## src/rtl/thtc_pkg.sv

```systemverilog
// Shared types and constants for the two-pad tap/hold classifier.
// No dependencies. Imported by thtc_pad and touch_tap_hold_classifier.
`timescale 1ns / 1ps
`default_nettype none

package thtc_pkg;

    localparam int CNT_W   = 16;
    localparam int TALLY_W = 4;

    localparam logic [CNT_W-1:0] CNT_MAX = {CNT_W{1'b1}};

    localparam logic [CNT_W-1:0] TAP_WINDOW_RESET = 16'd400;
    localparam logic [CNT_W-1:0] HOLD_RESET       = 16'd1200;

    // configuration register indexes
    localparam logic CFG_TAP_WINDOW = 1'b0;
    localparam logic CFG_HOLD       = 1'b1;

    typedef enum logic [1:0] {
        GEST_NONE = 2'd0,
        GEST_TAPS = 2'd1,
        GEST_HOLD = 2'd2
    } gesture_t;

    typedef struct packed {
        logic [CNT_W-1:0] tap_window;
        logic [CNT_W-1:0] hold;
    } cfg_t;

    typedef struct packed {
        gesture_t           gesture;
        logic [TALLY_W-1:0] taps;
    } pad_result_t;

endpackage : thtc_pkg

`default_nettype wire

```

## src/rtl/thtc_skid.sv

```systemverilog
// Two-entry output skid buffer; registered ready on the upstream side.
// No package dependency.
`timescale 1ns / 1ps
`default_nettype none

module thtc_skid #(
    parameter int WIDTH = 12
) (
    input  wire logic             clk,
    input  wire logic             rst_n,
    input  wire logic             in_valid,
    output      logic             in_ready,
    input  wire logic [WIDTH-1:0] in_data,
    output      logic             out_valid,
    input  wire logic             out_ready,
    output      logic [WIDTH-1:0] out_data
);

    logic             out_valid_reg;
    logic             skid_valid_reg;
    logic [WIDTH-1:0] out_data_reg;
    logic [WIDTH-1:0] skid_data_reg;
    logic             load_out;

    assign in_ready  = !skid_valid_reg;
    assign out_valid = out_valid_reg;
    assign out_data  = out_data_reg;
    assign load_out  = out_ready || !out_valid_reg;

    always_ff @(posedge clk or negedge rst_n)
    begin
        if (!rst_n)
        begin
            out_valid_reg  <= 1'b0;
            skid_valid_reg <= 1'b0;
        end
        else if (load_out)
        begin
            if (skid_valid_reg)
            begin
                out_valid_reg  <= 1'b1;
                skid_valid_reg <= 1'b0;
            end
            else
            begin
                out_valid_reg <= in_valid;
            end
        end
        else if (in_valid && in_ready)
        begin
            skid_valid_reg <= 1'b1;
        end
    end

    always_ff @(posedge clk)
    begin
        if (load_out)
        begin
            out_data_reg <= skid_valid_reg ? skid_data_reg : in_data;
        end
        else if (in_valid && in_ready)
        begin
            skid_data_reg <= in_data;
        end
    end

endmodule : thtc_skid

`default_nettype wire

```

## src/rtl/thtc_pad.sv

```systemverilog
// One pad: state registers and the single-tick update of press/tap/window.
// Depends on thtc_pkg.
`timescale 1ns / 1ps
`default_nettype none

module thtc_pad
    import thtc_pkg::*;
#(
    parameter int MAX_TAPS = 15
) (
    input  wire logic        clk,
    input  wire logic        rst_n,
    input  wire logic        step,
    input  wire logic        level,
    input  wire cfg_t        cfg,
    output      pad_result_t result
);

    localparam logic [TALLY_W-1:0] TALLY_CAP =
        (MAX_TAPS > 15) ? TALLY_W'(15) : TALLY_W'(MAX_TAPS);

    logic               pressed_reg, pressed_next;
    logic               hold_reg, hold_next;
    logic [CNT_W-1:0]   press_len_reg, press_len_next;
    logic [CNT_W-1:0]   window_reg, window_next;
    logic [TALLY_W-1:0] tally_reg, tally_next;

    always_comb
    begin
        pressed_next   = pressed_reg;
        hold_next      = hold_reg;
        press_len_next = press_len_reg;
        tally_next     = tally_reg;
        window_next    = window_reg;
        result.gesture = GEST_NONE;
        result.taps    = '0;

        if (tally_reg != '0 && window_reg != CNT_MAX)
        begin
            window_next = window_reg + CNT_W'(1);
        end

        if (level)
        begin
            pressed_next = 1'b1;
            if (!pressed_reg)
            begin
                press_len_next = '0;
                hold_next      = 1'b0;
            end
            if (press_len_next != CNT_MAX)
            begin
                press_len_next = press_len_next + CNT_W'(1);
            end
            if (!hold_next && press_len_next > cfg.hold)
            begin
                hold_next  = 1'b1;
                tally_next = '0;
            end
        end
        else if (pressed_reg && hold_reg)
        begin
            // end of a long press
            pressed_next   = 1'b0;
            press_len_next = '0;
            hold_next      = 1'b0;
            tally_next     = '0;
            result.gesture = GEST_HOLD;
        end
        else
        begin
            if (pressed_reg)
            begin
                pressed_next   = 1'b0;
                press_len_next = '0;
                if (tally_reg < TALLY_CAP)
                begin
                    tally_next = tally_reg + TALLY_W'(1);
                end
                if (tally_next == TALLY_W'(1))
                begin
                    window_next = '0;
                end
            end
            if (tally_next != '0 && window_next > cfg.tap_window)
            begin
                result.gesture = GEST_TAPS;
                result.taps    = tally_next;
                tally_next     = '0;
            end
        end
    end

    always_ff @(posedge clk or negedge rst_n)
    begin
        if (!rst_n)
        begin
            pressed_reg   <= 1'b0;
            hold_reg      <= 1'b0;
            press_len_reg <= '0;
            window_reg    <= '0;
            tally_reg     <= '0;
        end
        else if (step)
        begin
            pressed_reg   <= pressed_next;
            hold_reg      <= hold_next;
            press_len_reg <= press_len_next;
            window_reg    <= window_next;
            tally_reg     <= tally_next;
        end
    end

endmodule : thtc_pad

`default_nettype wire

```

## src/rtl/touch_tap_hold_classifier.sv

```systemverilog
// Top level of the two-pad tap/hold classifier: config registers, pad units,
// output skid buffer. Depends on thtc_pkg, thtc_pad, thtc_skid.
`timescale 1ns / 1ps
`default_nettype none

// Channel   Dir  Handshake               Content
// s_axis    in   s_axis_tvalid/tready    one tick: both pad levels
// m_axis    out  m_axis_tvalid/tready    one result per tick: gesture+taps per pad
// cfg       in   cfg_valid/cfg_ready     register index + 16-bit value
//
// One beat in, one beat out, one beat per clock sustained while m_axis is not
// stalled. Pad state updates at the accepting edge; the result is registered
// there in the two-entry output buffer, which keeps s_axis_tready registered;
// a stall on m_axis drops s_axis_tready after one more beat is absorbed.
// Reset restores tap window 400 and hold 1200 and clears all pad state.
// cfg_ready is always high; writes are expected only while idle.

module touch_tap_hold_classifier
    import thtc_pkg::*;
#(
    parameter int MAX_TAPS  = 15,   // 2..255, tally saturates at min(MAX_TAPS, 15)
    parameter int PAD_COUNT = 2     // 1..8, pads past the second never report
) (
    input  wire logic        clk,
    input  wire logic        rst_n,
    // [0] pad_one_level, [1] pad_two_level, [7:2] zero
    input  wire logic [7:0]  s_axis_tdata,
    input  wire logic        s_axis_tvalid,
    output      logic        s_axis_tready,
    // [1:0] pad_one_event, [5:2] pad_one_taps, [7:6] pad_two_event,
    // [11:8] pad_two_taps, [15:12] zero
    output      logic [15:0] m_axis_tdata,
    output      logic        m_axis_tvalid,
    input  wire logic        m_axis_tready,
    input  wire logic        cfg_valid,
    output      logic        cfg_ready,
    input  wire logic        cfg_index,
    input  wire logic [15:0] cfg_data
);

    localparam int RES_W = 2 * $bits(pad_result_t);

    cfg_t        cfg_reg;
    logic        step;
    logic        pad_level [PAD_COUNT];
    pad_result_t pad_res   [PAD_COUNT];
    pad_result_t res_one, res_two;
    logic [RES_W-1:0] res_data, buf_data;

    assign cfg_ready = 1'b1;

    // Configuration registers
    always_ff @(posedge clk or negedge rst_n)
    begin
        if (!rst_n)
        begin
            cfg_reg.tap_window <= TAP_WINDOW_RESET;
            cfg_reg.hold       <= HOLD_RESET;
        end
        else if (cfg_valid && cfg_ready)
        begin
            case (cfg_index)
                CFG_TAP_WINDOW: cfg_reg.tap_window <= cfg_data;
                CFG_HOLD:       cfg_reg.hold       <= cfg_data;
                default:        cfg_reg            <= cfg_reg;
            endcase
        end
    end

    // Every accepted tick advances every pad
    assign step = s_axis_tvalid && s_axis_tready;

    for (genvar p = 0; p < PAD_COUNT; p++)
    begin : g_pad
        // pads beyond the second see a released level
        if (p < 2)
        begin : g_lvl
            assign pad_level[p] = s_axis_tdata[p];
        end
        else
        begin : g_idle
            assign pad_level[p] = 1'b0;
        end

        thtc_pad #(
            .MAX_TAPS (MAX_TAPS)
        ) u_pad (
            .clk    (clk),
            .rst_n  (rst_n),
            .step   (step),
            .level  (pad_level[p]),
            .cfg    (cfg_reg),
            .result (pad_res[p])
        );
    end

    assign res_one = pad_res[0];

    if (PAD_COUNT > 1)
    begin : g_two
        assign res_two = pad_res[1];
    end
    else
    begin : g_one
        assign res_two = '{gesture: GEST_NONE, taps: '0};
    end

    assign res_data = {res_two.taps, res_two.gesture, res_one.taps, res_one.gesture};

    thtc_skid #(
        .WIDTH (RES_W)
    ) u_skid (
        .clk       (clk),
        .rst_n     (rst_n),
        .in_valid  (step),
        .in_ready  (s_axis_tready),
        .in_data   (res_data),
        .out_valid (m_axis_tvalid),
        .out_ready (m_axis_tready),
        .out_data  (buf_data)
    );

    assign m_axis_tdata = {4'b0000, buf_data};

    // Assertions

    // a gesture code of 3 never leaves the block for pad one
    a_pad_one_code: assert property (@(posedge clk) disable iff (!rst_n)
        m_axis_tvalid |-> m_axis_tdata[1:0] != 2'd3)
        else $error("pad one gesture code out of range");

    // taps only accompany a tap-group report
    a_pad_one_taps: assert property (@(posedge clk) disable iff (!rst_n)
        (m_axis_tvalid && m_axis_tdata[1:0] != GEST_TAPS) |-> m_axis_tdata[5:2] == 4'd0)
        else $error("pad one taps without tap group");

    a_pad_two_taps: assert property (@(posedge clk) disable iff (!rst_n)
        (m_axis_tvalid && m_axis_tdata[7:6] != GEST_TAPS) |-> m_axis_tdata[11:8] == 4'd0)
        else $error("pad two taps without tap group");

    // input stalls only after an output stall absorbed a beat
    a_ready_drop: assert property (@(posedge clk) disable iff (!rst_n)
        $fell(s_axis_tready) |-> $past(m_axis_tvalid && !m_axis_tready && step))
        else $error("input stalled without output backpressure");

endmodule : touch_tap_hold_classifier

`default_nettype wire

```

## config.mk

```make
export PLATFORM = sky130hd
export DESIGN_NAME = touch_tap_hold_classifier
export DESIGN_NICKNAME = d
export VERILOG_FILES = /design/src/rtl/thtc_pkg.sv /design/src/rtl/thtc_skid.sv /design/src/rtl/thtc_pad.sv /design/src/rtl/touch_tap_hold_classifier.sv
export SDC_FILE = /design/constraint.sdc
export NUM_CORES = 1
export LEC_CHECK = 0
export BUFFER_PORTS_ARGS = -buffer_cell sky130_fd_sc_hd__buf_2
export CORE_UTILIZATION = 60
export CTS_BUF_LIST = sky130_fd_sc_hd__clkbuf_8
export DETAILED_ROUTE_END_ITERATION = 8
export GPL_ROUTABILITY_DRIVEN = 0
export PLACE_DENSITY = 0.78
export SETUP_SLACK_MARGIN = 0.05
export SLEW_MARGIN = 5
export SYNTH_ARGS = -nofsm -noshare
export SYNTH_HDL_FRONTEND = slang
export SYNTH_SLANG_ARGS = --single-unit
```

## constraint.sdc

```tcl
create_clock -name clk -period 6.9 [get_ports clk]
set_clock_uncertainty 0.15 [all_clocks]
set_input_delay 1.38 -clock clk [delete_from_list [all_inputs] [get_ports clk]]
set_output_delay 1.38 -clock clk [all_outputs]
set_load 0.005 [all_outputs]
```

# After elaboration in Yosys (flattened, before gate mapping)
# Index checks and enable logic that the tools add are counted.
dict set report totals {
  ff_bits 134
  input_bits 30
  out_inout_bits 19
}
dict set report op_classes {
  add_sub_neg 6
  magnitude_cmp 6
  eq_ne 8
  muxes 74
  bitwise_logic 2
  n_reduce_logical 33
}
# operator n
set op_table {}
lappend op_table {{16-bit 2-to-1 mux} 28}
lappend op_table {{4-bit 2-to-1 mux} 24}
lappend op_table {{16-bit by 1-bit adder with 16-bit output (second input constant)} 4}
lappend op_table {{16-bit > comparator} 4}
lappend op_table {{16-bit != test (second input constant)} 4}
lappend op_table {{2-bit AND reduction} 9}
lappend op_table {{4-bit nonzero test} 4}
lappend op_table {{1-bit 2-to-1 mux} 15}
lappend op_table {{12-bit 2-to-1 mux} 1}
lappend op_table {{6-bit 2-to-1 mux} 2}
lappend op_table {{1-bit logical AND} 10}
lappend op_table {{5-bit 2-to-1 mux} 2}
lappend op_table {{4-bit by 1-bit adder with 4-bit output (second input constant)} 2}
lappend op_table {{4-bit by 1-bit == test with 1-bit output (second input constant)} 2}
lappend op_table {{4-bit less-than comparator (second input constant)} 2}
lappend op_table {{2-bit nonzero test} 3}
lappend op_table {{3-bit nonzero test} 2}
lappend op_table {{1-bit zero test} 4}
lappend op_table {{2-bit 2-to-1 mux} 2}
lappend op_table {{2-bit by 1-bit != test with 1-bit output (second input constant)} 2}
lappend op_table {{1-bit inverter} 2}
lappend op_table {{1-bit logical OR} 1}

# Depth between registers and ports, before layout
# Gate-level depths: netlist (run 1).
dict set report depth {
  ltp_word 16
  mapped_depth 20
  ltp_nobuf 17
}

# Hierarchy
# A second synthesis (run 1) with hierarchy kept.
dict set report unflattened {
  hier_cells 1075
  hier_area_um2 9761.9
}
# module instances cells_each area_per_inst_um2 seq_area_each_um2
set by_module_without_submodules {}
lappend by_module_without_submodules {{thtc_pad at g_pad[1].u_pad} 1 484 3733.6 950.9}
lappend by_module_without_submodules {{thtc_pad at g_pad[0].u_pad} 1 468 3723.6 950.9}
lappend by_module_without_submodules {touch_tap_hold_classifier 1 77 1312.5 809.5}
lappend by_module_without_submodules {thtc_skid 1 46 992.2 770.7}

# Worst setup path after synthesis (run 1)
# OpenSTA, ideal clock, no wires.
dict set report synth_path {
  path_type {reg-to-reg}
  startpoint {register g_pad[1].u_pad.pressed_reg}
  endpoint {register g_pad[1].u_pad.tally_reg[1]}
  setup_time_ns 0.126
  arrival_ns 3.843
  t_required_ns 6.624
  slack_ns 2.781
  path_stages_with_launch 21
  n_path_buf 4
  synth_period_minus_slack_ns 4.119
  cell_sequence {dfrtp_1 buf_6 buf_6 clkbuf_8 and2_2 ha_1 nand2_1 nor4_4 and3_1 buf_2 nor3_2 and3_1 xnor2_1 nor2_1 ha_1 nand4_1 nor4_1 a22o_1 o31ai_1 a2bb2oi_1 a221o_1}
}
dict set report synth_between {
  elab_chain_len 9
  word_cells_on_any_way 26
}
# item line_no
set synth_rtl {}
lappend synth_rtl {{start: declaration} thtc_pad.sv:22} ;# logic pressed_reg, pressed_next;
lappend synth_rtl {{start signal: assignment} thtc_pad.sv:106} ;# pressed_reg <= pressed_next;
lappend synth_rtl {{16-bit 2-to-1 mux} thtc_pad.sv:46} ;# if (!pressed_reg)
lappend synth_rtl {{16-bit 2-to-1 mux} thtc_pad.sv:43} ;# if (level)
lappend synth_rtl {{16-bit by 1-bit adder with 16-bit output / 16-bit != test (equally long branches)} {thtc_pad.sv:53, thtc_pad.sv:51}}
lappend synth_rtl {{16-bit 2-to-1 mux} thtc_pad.sv:51} ;# if (press_len_next != CNT_MAX)
lappend synth_rtl {{16-bit 2-to-1 mux} thtc_pad.sv:43}
lappend synth_rtl {{16-bit > comparator} thtc_pad.sv:55} ;# if (!hold_next && press_len_next > cfg.hold)
lappend synth_rtl {{1-bit logical AND} thtc_pad.sv:55}
lappend synth_rtl {{2-bit by 1-bit != test with 1-bit output (no source line)} n/a}
lappend synth_rtl {{2-bit AND reduction (no source line)} n/a}
lappend synth_rtl {{end signal: assignment} thtc_pad.sv:110} ;# tally_reg <= tally_next;
lappend synth_rtl {{end: declaration} thtc_pad.sv:26} ;# logic [TALLY_W-1:0] tally_reg, tally_next;
# Several ways; a longest one is shown, not always the timed one. The select of a mux whose other input is x is not followed.
# A chain may end at the register's enable or synchronous reset.

# Final worst setup path (run 1)
# Ends and elaborated chain as after synthesis.

==> out/qor_table.md, run 1 <==
| Item | This run |
| --- | --- |
| Worst-case reg-to-reg path depth | 17 |
| CTS tree | built |
| Fraction of layout cells with a size suffix above 1 | 11.11% |
| Number of nets with antenna violations after detailed routing | 0 |
| Post-synthesis async set-or-reset flop share | 82.09% |
| Sequential cell area in the final layout | 3482 µm² |
| TNS Setup | 0 ns |
| TritonRoute pass-1 iters | 8 |
| Library cell occupying the most area in the post-synthesis netlist | dfrtp_1 |
| Share of Yosys cell area claimed by the top area cell type | 28.00% |
| Clock root buffer | clkbuf_8 |
| Most used standard cell by instance count after synthesis | nand2_1 |
| Core Util, Final | 66.97% |
| Count of boundary I/O pins | 49 |
| Static Leakage | 0.004325 µW |
| Hold violation count in the final report | 0 |
| Via count | 7586 |
| Remaining global-route overflow | 0 |
| Port Buffers | 37 |
| Netlist area before placement | 9204 µm² |
| Ratio of final minimum period to clock period | 70.79% |
| Max-cap check violation count | 0 |
| Cells on Worst Hold Path | 1 |
| Count of buffers added by post-CTS timing repair for setup | 0 |
| Pin count of the biggest net entering global routing | 67 |
| Path class of the lowest-slack min-delay path | reg -> reg |
| Kind of capture point of the worst setup path | register |
| Clk Latency, worst-skew pair | 0.45 ns |
| Buffer depth of the longest clock path | 2 |
| Crit path setup slack, layout | 2.015 ns |
| Share of the yosys chip area belonging to registers | 37.83% |
| Post-CTS Resized | 0 |
| CTS Buf Count | 17 |
| Cell count along the critical path | 17 |
| Area growth from synthesis to layout | 7.355% |
| Achievable clock frequency | 204.7 MHz |
| Final-stage net count | 1151 |
| Setup repair after global routing missed its margin | false |
| Global-route usage over all layers | 28.14% |
| Number of different library cells in the post-synthesis netlist | 71 |
| Period minus WS final | 4.885 ns |
| Top cells by area, synth | dfrtp_1, ha_1, edfxtp_1 |
| Core area | 14750 µm² |
| Sum of buffers and inverters on the critical path | 1 |
| Average routed wire per standard cell | 16.71 µm |
| Yosys warnings | 0 |
| PwrDens | 268.6 nW/µm² |
| Number of standard cells after synthesis | 1036 |
| Data required, critical path | 7.14 ns |
| Clock H-tree levels | 4 |
| Number of antenna violations at the first check in global routing | 0 |
| Top cell types by occurrence after synthesis | nand2_1, nor2_1, dfrtp_1 |
| Die ar. | 15840 µm² |
| Worst Setup Start Kind | register |
| Global-route wire length before repair | 35250 µm |
| Multi-input combinational cell area | 5278 µm² |
| Max Transition Viols Final | 0 |
| Number of cell rows | 44 |
| Worst IR drop on VDD | 188.8 µV |
| Initial DRC count | 636 |
| CP max stage cell | dfrtp_1 |
| Quantity of hold-fixing buffers added after cts | 0 |
| Cell type group with the largest total delay on the critical path | simple AND/OR/NAND/NOR gates |
| Largest fanout on the critical path | 18 |
| Number of DRC violations after detailed routing | 0 |
| Vias per cell | 6.083 |
| Data arrival time of the critical path | 5.13 ns |
| Start-to-end type of the worst setup path | reg -> reg |
| Number of global-route vias before repair | 7278 |
| Average cell area after synthesis | 8.884 µm² |
| Clock-pin slew on the worst setup and hold paths | 0.08 ns |
| Number of setup violations in the final report | 0 |
| Post-DP HPWL | 15050 µm |
| Number of synthesized register bits | 134 |
| Place WS | 2.121 ns |
| Fill cell count | 1190 |
| Result of the run | complete, no violations |
| Measured slew at the worst slew-check pin | 1.173 ns |
| Final WL | 20840 µm |
| List of cells traversed by the critical path | buf_4, and2_2, ha_1, nand2_1, nor4_4, and3_1, nor3_2, and3_1, xnor2_1, nor2_1, ha_1, nand4_1, nor4_1, a22o_1, o31ai_1, a2bb2oi_1, a221o_1 |
| Delay of the slowest cell on the worst path | 0.70 ns |
| Clock sink count | 134 |
| Relative slew slack | 21.26% |
| Commonest register cell after synthesis | dfrtp_1 |
| Chip height | 125.9 µm |
| Horizontal die dimension | 125.9 µm |
| Post-synth EDFFs | 24 |
| Starting utilization of the core area | 62.38% |
## path summary, 6_finish.rpt
check,end,from,slack [ns]
setup / recovery,g_pad[1].u_pad.tally_reg[1]$_DFFE_PN0P_,g_pad[1].u_pad.pressed_reg$_DFFE_PN0P_,2.02
hold reg to reg,cfg_reg[3]$_DFFE_PN0P_,cfg_reg[3]$_DFFE_PN0P_,0.36
hold / removal,cfg_reg[3]$_DFFE_PN0P_,cfg_reg[3]$_DFFE_PN0P_,0.36
max in group asynchronous,g_pad[0].u_pad.window_reg[2]$_DFFE_PN0P_,rst_n,4.58
min in group asynchronous,g_pad[1].u_pad.press_len_reg[13]$_DFFE_PN0P_,rst_n,0.77
setup reg to reg,g_pad[1].u_pad.tally_reg[1]$_DFFE_PN0P_,g_pad[1].u_pad.pressed_reg$_DFFE_PN0P_,2.02
## layout by cell type (no fill, tap or decap), types with 8 or more instances in the layout
cell / count
buf_2: 36
a21oi_1: 55
mux2_2: 21
dfrtp_1: 103
xnor2_1: 32
nand3_1: 35
ha_1: 72
o31ai_1: 28
a22o_1: 22
clkbuf_8: 18
nor3_1: 13
nand4_1: 28
nor2b_1: 9
mux2i_1: 14
and3_1: 13
xor2_1: 20
nor2_1: 105
edfxtp_1: 24
and2_1: 8
inv_1: 49
a31oi_1: 10
a32o_1: 9
a21o_1: 12
nand2_1: 129
o21ai_0: 83
## per-stage QoR
stage	cell area, µm²	total power [µW]	std cells	hold slack, ns
2_1_floorplan	9215	1656	1039	0.3142
3_3_place_gp	9407	1838	1214	0.3350
3_5_place_dp	9407	1872	1214	0.3455
4_1_cts	9878	2655	1246	0.3632
5_1_grt	9878	2818	1246	0.3789
6_report	9881	2654	1247	0.3615
## worst reg2reg max path, delay by kind of cell, from the launching register on
kind	cells	cell delay (ns)
AO/OA/AOI/OAI	4	1.30
XOR/XNOR	1	0.17
adder cells (fa/ha/maj)	2	0.54
buffers and inverters	1	0.28
flip-flops	1	0.70
AND/OR/NAND/NOR	9	1.70
## report_power, final
group / internal (µW) / leakage [µW] / switching, µW
clock: 445 / 0.000239 / 335
sequential: 927 / 0.00166 / 142
combinational: 315 / 0.00242 / 490
## layout make-up
cell class                      count  share of cell area [%]
Antenna cell                        1                 0.02533
Clock buffer                       18                   2.507
Clock inverter                     14                   2.267
Inverter                           49                   1.861
Multi-Input combinational cell    804                   53.41
Sequential cell                   134                   35.24
Tap cell                          184                   2.330
Timing Repair Buffer               43                   2.355
## cells by family (layout without fill, tap and decap cells)
family	Yosys count	count (layout)	share of synthesized area [%]
flops	134	134	37.83
compound gates	260	260	18.28
other cells	2	6	0.08160
xor+xnor	52	52	4.948
mux	35	35	4.092
fa+ha+maj	72	72	9.788
buf+inv	101	124	4.976
simple gates	380	380	20.00
## per-layer routing
layer	GRT usage (%)	share of wire, %
met4	10.91	2.6
met5	0	0
met2	48.01	49
met1	35.73	44
met3	4.928	4.5
Power figures use the tool's default switching activity.
==> run 2: changes to the inputs <==
Settings changed: CORE_UTILIZATION 60 to 58, PLACE_DENSITY 0.78 to 0.79.
Clock period 6.9 ns to 4.4 ns, I/O delays scaled along.
==> out/qor_table.md, run 2 (synthesis gave the netlist of run 1 again) <==
| Item | This run |
| --- | --- |
| Result of the run | complete, no violations |
| Hold Startpoint | cfg_reg[13]$_DFFE_PN0P_ |
| Data required, critical path | 4.60 ns |
| Most used cells in the layout excluding fill and tap cells | nand2_1, dfrtp_1, nor2_1, o21ai_0, ha_1 |
| Achievable clock frequency | 242.9 MHz |
| Core Util, Final | 66.34% |
| Number of DRC violations after detailed routing | 0 |
| Buffer depth of the longest clock path | 2 |
| Measured slew at the worst slew-check pin | 1.085 ns |
| Commonest non-fill, non-tap cell in the layout | nand2_1 |
| Fill cell count | 1279 |
| Combinational share of power | 33.2% |
| Path class of the lowest-slack min-delay path | reg -> reg |
| Ant. Diodes | 0 |
| Global-route met1 utilization | 35.05% |
| Number of global-route vias before repair | 7234 |
| Worst-case reg-to-reg path depth | 16 |
| Kind of capture point of the worst setup path | register |
| Number of setup violations in the final report | 0 |
| Multi-input combinational cell area | 5349 µm² |
| Startpoint of the worst register-to-register path | g_pad[1].u_pad.press_len_reg[0]$_DFFE_PN0P_ |
| Relative slew slack | 27.16% |
| Static Leakage | 0.004477 µW |
| Destination of the worst hold path | cfg_reg[13]$_DFFE_PN0P_ |
| Hold violation count in the final report | 0 |
| Global-route usage over all layers | 27.48% |
| Sequential Power Share | 41.1% |
| Die ar. | 16380 µm² |
| Starting utilization of the core area | 59.88% |
| Core area | 15370 µm² |
| Area growth from synthesis to layout | 10.79% |
| Chip height | 128.0 µm |
| Period minus WS final | 4.117 ns |
| PwrDens | 397.2 nW/µm² |
| Met3 Resource Use GR | 4.549% |
| Max-cap check violation count | 0 |
| Clock root buffer | clkbuf_8 |
| Pin count of the biggest net entering global routing | 69 |
| Net load switching power | 1542 µW |
| Worst Setup Start Kind | register |
| Most heavily used metal layer in global routing | met2 |
| Crit path setup slack, layout | 0.2830 ns |
| Via count | 7750 |
| Setup repair after global routing missed its margin | true |
| Vias per cell | 5.912 |
| CTS Buf Count | 17 |
| GRT met2 Usage | 47.41% |
| Initial DRC count | 508 |
| TNS Setup | 0 ns |
| Port Buffers | 37 |
| Clock network fraction of design power | 25.7% |
| Register-to-Register Setup Slack | 0.28 ns |
| Worst IR drop on VDD | 298.5 µV |
| Clk Latency, worst-skew pair | 0.47 ns |
| Count of boundary I/O pins | 49 |
| Number of antenna violations at the first check in global routing | 0 |
| Average routed wire per standard cell | 16.27 µm |
| Post-DP HPWL | 15440 µm |
| Number of cell rows | 45 |
| Internal power contribution | 2509 µW |
| Switching share of power | 38.06% |
| Remaining global-route overflow | 0 |
| Sequential cell area in the final layout | 3482 µm² |
| Hold Worst Slack | 0.3626 ns |
| Number of nets with antenna violations after detailed routing | 0 |
| TritonRoute pass-1 iters | 5 |
| Clock H-tree levels | 4 |
| CTS tree | built |
| Cells on Worst Hold Path | 1 |
| Ratio of final minimum period to clock period | 93.57% |
| Global-route wire length before repair | 35270 µm |
| Data arrival time of the critical path | 4.32 ns |
| Place WS | 0.1522 ns |
| Final-stage net count | 1189 |
| Max Transition Viols Final | 0 |
| Start-to-end type of the worst setup path | reg -> reg |
| Final WL | 21330 µm |
| Largest fanout on the critical path | 6 |
| Fraction of layout cells with a size suffix above 1 | 15.27% |
| Quantity of hold-fixing buffers added after cts | 0 |
| Clock sink count | 134 |
| End of the worst register-to-register path | g_pad[1].u_pad.tally_reg[1]$_DFFE_PN0P_ |
| Horizontal die dimension | 128.0 µm |
| Clock-pin slew on the worst setup and hold paths | 0.09 ns |
[run 2: area by class of cell]
| type | count | share of cell area, % |
|---|---|---|
| clock inverters | 15 | 1.509 |
| inverters | 49 | 1.804 |
| well taps | 211 | 2.589 |
| clock buffers | 17 | 2.294 |
| flip-flops and latches | 134 | 34.15 |
| repair buffers | 81 | 5.202 |
| multi-input cells | 804 | 52.45 |
[run 2: power groups by stage]
stage	clock (µW)	combinational (µW)	sequential (µW)
3_3_place_gp	0	1270	1670
5_1_grt	1100	1510	1690
3_5_place_dp	0	1320	1680
2_1_floorplan	0	984	1610
4_1_cts	1060	1330	1660
6_report	1040	1350	1660
[run 2: how the worst max path moves through the flow]
stage	from	slack (ns)	endpoint	cells past startpoint
finish	g_pad[1].u_pad.press_len_reg[0]$_DFFE_PN0P_	0.28	g_pad[1].u_pad.tally_reg[1]$_DFFE_PN0P_	16
global placement	g_pad[0].u_pad.tally_reg[0]$_DFFE_PN0P_	0.18	u_skid.out_data[5]$_DFFE_PN_	16
global route	g_pad[1].u_pad.press_len_reg[0]$_DFFE_PN0P_	0.02	g_pad[1].u_pad.tally_reg[1]$_DFFE_PN0P_	16
floorplan	g_pad[1].u_pad.pressed_reg$_DFFE_PN0P_	0.28	g_pad[1].u_pad.tally_reg[1]$_DFFE_PN0P_	20
CTS	g_pad[0].u_pad.tally_reg[0]$_DFFE_PN0P_	0.14	u_skid.out_data[5]$_DFFE_PN_	17
detailed placement	g_pad[0].u_pad.tally_reg[0]$_DFFE_PN0P_	0.15	u_skid.out_data[5]$_DFFE_PN_	17
[run 2: layer usage]
metal / share of wire [%] / routed length, µm
met3: 4.0 / 847
met4: 2.1 / 458
met2: 49 / 10490
met1: 45 / 9540
met5: 0 / 0
[run 2: worst max-delay path, stage by stage, from the launching register on]
cell and delay (ns):
dfrtp_1 0.45, and2_2 0.24, ha_1 0.22, nand2_1 0.16
nor4_4 0.07, and3_1 0.22, nor3_2 0.27, and3_1 0.26
xnor2_1 0.13, nor2_1 0.06, ha_1 0.31, nand4_1 0.19
nor4_2 0.37, a22o_1 0.18, o31ai_1 0.14, a2bb2oi_2 0.21
a221o_1 0.38
[run 2: timing repair]
action                                  CTS  global route
gates resized for setup                   0            17
buffers inserted                          0             3
endpoints found under the setup margin    0            23
[run 2: through the flow]
step,total power [µW],cell area (µm²),instances
global placement,2940,9716,1276
global route,4304,10200,1311
floorplan,2596,9215,1039
detailed placement,2995,9716,1276
finish,4051,10200,1311
CTS,4039,10100,1308
